<file path="src/sv/pate_mod.sv">
// Modulo unit: reduces the rotate amount modulo the count, one quotient
// bit a cycle by restoring subtraction. Depends on nothing.
`timescale 1ns / 1ps
module pate_mod #(
  parameter int CW = 11
) (
  input  logic          clk,
  input  logic          rst,
  input  logic          go,
  input  logic [15:0]   dividend,
  input  logic [CW-1:0] divisor,
  output logic          done,
  output logic [CW-1:0] remainder
);

  logic [15:0] quo;
  logic [CW:0] rem;
  logic [4:0]  cnt;
  logic        run;
  logic [CW:0] trial;

  assign trial     = {rem[CW-1:0], quo[15]};
  assign remainder = rem[CW-1:0];

  // Shift one dividend bit into the partial remainder a cycle.
  always_ff @(posedge clk) begin
    if (rst) begin
      run  <= 1'b0;
      done <= 1'b0;
      cnt  <= '0;
    end else begin
      done <= 1'b0;
      if (go) begin
        run <= 1'b1;
        quo <= dividend;
        rem <= '0;
        cnt <= 5'd16;
      end else if (run) begin
        quo <= {quo[14:0], 1'b0};
        if (trial >= {1'b0, divisor}) begin
          rem <= trial - {1'b0, divisor};
        end else begin
          rem <= trial;
        end
        cnt <= cnt - 5'd1;
        if (cnt == 5'd1) begin
          run  <= 1'b0;
          done <= 1'b1;
        end
      end
    end
  end

endmodule

</file>
<file path="config.mk">
export PLATFORM = sky130hd
export DESIGN_NAME = pate_mod
export DESIGN_NICKNAME = d
export VERILOG_FILES = /design/src/sv/pate_mod.sv
export SDC_FILE = /design/constraint.sdc
export NUM_CORES = 1
export LEC_CHECK = 0
export CORE_MARGIN = 2
export CORE_UTILIZATION = 30
export CTS_CLUSTER_SIZE = 8
export DETAILED_ROUTE_END_ITERATION = 10
export DONT_BUFFER_PORTS = 1
export GPL_ROUTABILITY_DRIVEN = 0
export SYNTH_ARGS = -nofsm -noshare
export SYNTH_HDL_FRONTEND = slang
export SYNTH_SLANG_ARGS = --single-unit
export TNS_END_PERCENT = 30
</file>
<file path="constraint.sdc">
create_clock -name clk -period 2.76 [get_ports clk]
set_input_delay 0.138 -clock clk [delete_from_list [all_inputs] [get_ports clk]]
set_output_delay 0.138 -clock clk [all_outputs]
set_load 0.05 [all_outputs]
</file>
* Word-level counts from Yosys, hierarchy flattened *
Index checks and enable logic that the tools add are counted.

storage, ports and cells
  register bits after elaboration = 34
  output and inout bits = 12
  logic and storage cells = 26

cells by class
  $lt $le $gt $ge = 1
  bitwise logic cells = 2
  add/subtract/negate cells = 2
  multiplexer cells = 10
  eq/ne operators = 1
  reductions and logical operators = 4

operator list
  kind                 number
  $mux 16              2
  $mux 11              2
  $ge 12x11->1         1
  $sub 11x11->11       1
  $mux 5               2
  $eq 5x1->1 const B   1
  $sub 5x1->5 const B  1
  $mux 1               4
  $reduce_or 3->1      1
  $not 1->1            2
  $reduce_and 2->1     1
  $reduce_bool 2->1    1
  $reduce_or 2->1      1

* Longest topological paths before layout *
  depth in word-level cells = 4
  depth in mapped cells = 10
  depth with buffers taken out = 9

* Worst setup path before layout *
Ideal clock, no wire load.

  path type = reg2reg
  start point = register rem[0]
  end point = register rem[6] (data pin)
  required time = 2.504 ns
  cell stages (with the launch flop) = 9
  period minus slack after synthesis = 2.558 ns
  buffers on the path = 0
  library setup time = 0.256 ns
  setup slack = 0.202 ns
  data arrival time = 2.302 ns
  path through = edfxtp_1 inv_1 fa_1 nand2b_2 a21oi_4 o21ai_2 a41oi_4 nor3b_1 a31o_2

on the way
  word-level cells in the longest chain between the ends = 3
  elaborated cells on any way between the ends = 4

RTL lines
  what                                                   RTL line  source
  start, declared                                        17        logic [CW:0] rem;
  start signal, assigned                                 41        rem <= trial - {1'b0, divisor};
  start signal, assigned                                 43        rem <= trial;
  $sub 11x11->11 / $ge 12x11->1 (equally long branches)  41, 40
  $mux 11 *                                              40        if (trial >= {1'b0, divisor}) begin
  $mux 11 *                                              38        end else if (run) begin

Mark *: on every way between the ends. The rest lies on a longest branch, timed or not. The select of a mux whose other input is x is not followed.
A chain may end at the register's enable or synchronous reset.

* Worst setup path in the final report *
  start point = register quo[15]
  end point = register rem[2] (data pin)

on the way
  word-level cells in the longest chain between the ends = 3
  elaborated cells on any way between the ends = 4

RTL lines
  what                                                   RTL line  source
  start, declared                                        16        logic [15:0] quo;
  start signal, assigned                                 35        quo <= dividend;
  start signal, assigned                                 39        quo <= {quo[14:0], 1'b0};
  $sub 11x11->11 / $ge 12x11->1 (equally long branches)  41, 40
  $mux 11 *                                              40
  $mux 11 *                                              38

Marks and branches as above.

==> metrics list <==
- The path class of the tightest hold or removal check is in -> reg.
* Gr usage total: approximately an eighth
- The repair_antennas step left the layout with diodes totalling 0.
- The via count of the first global-routing pass was approximately 1500.
- The number of pins with negative max-slew slack in the final report is 0.
- Derived from the worst setup path, the maximum achievable clock frequency is ~400 MHz.
* Slew at the pin closest to its max-slew limit: roughly 0.47 ns
* Maximum buffer depth of the clock tree: 2
- Smallest setup slack after layout: ~0.25 ns
- The number of antenna violations at the first check in global routing is 0.
- Post-detail-place hpwl: around 3.2 mm
- Sequential-to-total area share from yosys stat: about 45%
- After layout, the worst path uses between 90% and 100% of the clock period.
* Minimum setup slack among reg-to-reg paths: ~0.25 ns
* Worst reg-to-reg path cell count: 10
- Die Ht: a little under 90 µm
- In the routed layout, each cell is associated on average with a via count of 4.86.
- The initialized floorplan defines 30 standard-cell rows.
- TritonCTS built the clock tree.
* Skew-Pair Late Insertion Delay: roughly 0.28 ns
- Starting density of the core: about 31%
* Hold path startpoint: go
- Die W: 87.9 µm
- Final setup viols: 0
- Post-layout instance area: about 0.0025 mm²
- Run status: finished clean
- The worst-case IR drop observed on VDD is between 200 and 300 µV.
* FF+latch count, synth: 34
- Async set or reset register ratio after synthesis: 0%
- Distinct cells, synth: 49
- The total overflow left after global routing is 0.
- Setup repair after global routing left no endpoint under its margin.
- The die covers a little under 0.008 mm².
- Slew headroom: between 60% and 70%
* Mean area per synthesized cell: ~11 µm²
* CTS H-tree lvls: 2
- Among all flip-flop cells after synthesis, the most frequent one is sky130_fd_sc_hd__edfxtp_1.
* Standard cell area after detailed placement: approximately 0.0023 mm²
- The tool flagged a number of max-cap violations equal to 0.
- Count of port buffers added during placement: 0
- Total power for the finished layout comes to about 1.6 mW.
- After routing, the total negative slack on setup checks comes to 0 ns.
- Leakage power: between 0.9 and 1 nW
- During I/O placement, the number of pins put on the boundary was 42.
- Critical R2R Launch: quo[15]
- Number of buffers added by the clock tree synthesis step: 5
* Overall via count from detail_route: roughly 1500
- The critical path in this run is classified as reg -> reg.
- During synthesis, Yosys emitted a total of 0 warnings.
* Global-route wire length before repair: roughly 7.0 mm
* Post-layout utilization of the core: a little over a third
- Entering global routing, the biggest net connects 31 pins.
* Nature of the critical path endpoint: flip-flop
* Drt drc: 0
- Time the final worst path needs with I/O delays and setup: between 2 and 3 ns
- Sort of element at the start of the critical path: flip-flop
- Netlist area before placement: ~0.0021 mm²
- Number of nets still failing antenna checks after routing: 0
- The tree is rooted in a sky130_fd_sc_hd__clkbuf_8.
- The synthesized design contains 27 enable-type register cells.
- After detailed routing, the average wire length per cell comes to approximately 14 µm.
- Relative to the synthesized area, the layout overhead comes to 16.6%.
* Number of cells on the worst hold path: 1
- In this run the power density over the cells is between 600 and 700 mW/mm².
- Crit. Startpoint: quo[15]
* Layout Nets: 256
* Count of clock tree sinks: 34
* Clock slew seen by the registers of the worst setup and hold paths: around 0.08 ns
- The number of nets in the synthesized netlist is 239.
- Top fanout value on the critical path: 6
- Iteration-0 DRC count of the detailed router: between 90 and 100
- At the placement stage, the worst setup path has a slack of roughly 0.25 ns.
- STA puts the critical path data arrival time at 2.56 ns.
- Fraction of final layout cells sized beyond drive strength 1: between 20% and 30%
- The clock arrives with roughly 0.0068 ns of skew.
* Routed wire length: about 4.3 mm
* First-pass DRT Iterations: 4
- After filler insertion, the fill cell instance count of the layout stands at 692.
- The worst register-to-register path ends at rem[2].
- Area inside the core boundary: ~0.0068 mm²
* Number of failing hold endpoints at the final stage: 0
- Data on the critical path is required at its endpoint by roughly 2.8 ns.
- Sink of the worst hold path: rem[0]
- Counting every instance in the synthesized netlist gives between 150 and 200.
-- layout make-up --
| type | instances | area, µm² | share of cell area, % |
|---|---|---|---|
| Tap cell | 96 | 120 | 4.87 |
| Clock inverter | 3 | 68.8 | 2.79 |
| Sequential cell | 34 | 951 | 38.6 |
| Timing Repair Buffer | 16 | 125 | 5.08 |
| Clock buffer | 5 | 68.8 | 2.79 |
| Multi-Input combinational cell | 135 | 1060 | 42.8 |
| Inverter | 20 | 75.1 | 3.05 |
-- routing by layer --
layer | up-vias | wire length [µm] | GRT usage [%]
met5 | - | 0 | 0
met4 | 0 | 36 | 3.78
met3 | 5 | 279 | 4.24
met2 | 40 | 2010 | 19.7
met1 | 715 | 1930 | 14.1
li1 | 743 | - | -
-- worst max-delay path, cell delays in order, from the launching register on --
cell and delay, ns:
sky130_fd_sc_hd__edfxtp_1 0.38, sky130_fd_sc_hd__inv_1 0.05, sky130_fd_sc_hd__ha_1 0.20, sky130_fd_sc_hd__fa_1 0.39, sky130_fd_sc_hd__nand2b_2 0.22, sky130_fd_sc_hd__a21oi_4 0.15, sky130_fd_sc_hd__o21ai_2 0.09, sky130_fd_sc_hd__a41oi_4 0.33
sky130_fd_sc_hd__buf_4 0.22, sky130_fd_sc_hd__mux2i_1 0.19, sky130_fd_sc_hd__nor2_1 0.05
-- power by group --
part	total (mW)	internal [mW]	switching, mW
Sequential	0.625	0.606	0.0192
Clock	0.552	0.362	0.191
Combinational	0.448	0.183	0.265
Total	1.63	1.15	0.475
-- synth_stat cells (2+ instances only) --
master / count / area share, %
sky130_fd_sc_hd__xor2_1: 3 / 1.2
sky130_fd_sc_hd__a31oi_1: 4 / 1.2
sky130_fd_sc_hd__edfxtp_1: 27 / 38
sky130_fd_sc_hd__mux2i_1: 3 / 1.4
sky130_fd_sc_hd__nand3_1: 2 / 0.47
sky130_fd_sc_hd__o21ai_0: 5 / 1.2
sky130_fd_sc_hd__nor2_1: 21 / 3.7
sky130_fd_sc_hd__nand2_1: 4 / 0.71
sky130_fd_sc_hd__nor4b_1: 3 / 1.2
sky130_fd_sc_hd__a21o_1: 3 / 1.1
sky130_fd_sc_hd__xnor2_1: 5 / 2.1
sky130_fd_sc_hd__inv_1: 20 / 3.6
sky130_fd_sc_hd__a21oi_1: 7 / 1.7
sky130_fd_sc_hd__or2_2: 2 / 0.59
sky130_fd_sc_hd__dfxtp_1: 7 / 6.6
sky130_fd_sc_hd__clkbuf_1: 5 / 0.89
sky130_fd_sc_hd__ha_1: 13 / 7.7
sky130_fd_sc_hd__a211oi_1: 3 / 1.1
sky130_fd_sc_hd__mux2_2: 15 / 8.0
sky130_fd_sc_hd__nor3b_1: 3 / 1.1
sky130_fd_sc_hd__o21a_1: 2 / 0.71
sky130_fd_sc_hd__nor3_1: 7 / 1.7
sky130_fd_sc_hd__and3_1: 2 / 0.59
sky130_fd_sc_hd__nor2_2: 3 / 0.89
sky130_fd_sc_hd__a211oi_2: 2 / 1.2
-- registers in the layout, indices dropped and copies added, names as in the netlist --
| name | count |
|---|---|
| cnt | 5 |
| done | 1 |
| rem | 11 |
| run | 1 |
| quo | 16 |
-- cells in the final DEF (no fill, tap or decap), drive strengths merged, types with 2 or more instances in the layout --
cell type    Yosys  final
nor2            24     24
xnor2            5      5
o21a             2      2
and3             2      2
mux2i            3      3
nand2b           2      2
a41oi            2      2
o21ai            7      7
edfxtp          27     27
dfxtp            7      7
a21o             3      3
nand2            4      4
a211oi           5      5
clkbuf           5      5
xor2             3      3
buf              1     14
or2              3      3
nor3             7      7
a21oi            9      9
mux2            15     15
dlygate4sd3      0      2
nor3b            3      3
inv             20     20
bufinv           0      2
ha              13     13
a31oi            4      4
nor4b            3      3
nand3            2      2
-- cell families (layout without fill, tap and decap cells) --
kind of cell	count (synthesis)	after routing	synth area share [%]
xor gates and xnor gates	8	8	3.32
DFF	34	34	45.0
muxes	18	18	9.41
and+or+nand+nor	56	56	13.9
adders and majority gates	14	14	8.64
AOI/OAI and AO/OA	39	39	14.6
buffers and inverters	26	44	5.15
-- what timing repair did --
item	4_1_cts	5_1_grt
endpoints found under the hold margin	6	0
buffers inserted	0	0
resized for setup	0	0
hold buffers	2	0
-- how the worst max path moves through the flow --
stage / end / slack, ns
finish: rem[2] / 0.25
global route: rem[8] / 0.11
CTS: rem[2] / 0.24
detailed placement: rem[2] / 0.25
global placement: rem[2] / 0.34
floorplan: rem[6] / 0.20
-- metrics by stage --
step | hold slack [ns] | instances
after floorplan | 0.342 | 195
after detailed placement | 0.212 | 299
final | 0.0307 | 309
after global placement | 0.208 | 299
after global routing | 0.00763 | 309
after CTS | 0.0168 | 309
Note: power is estimated with default switching activity, not from simulation.
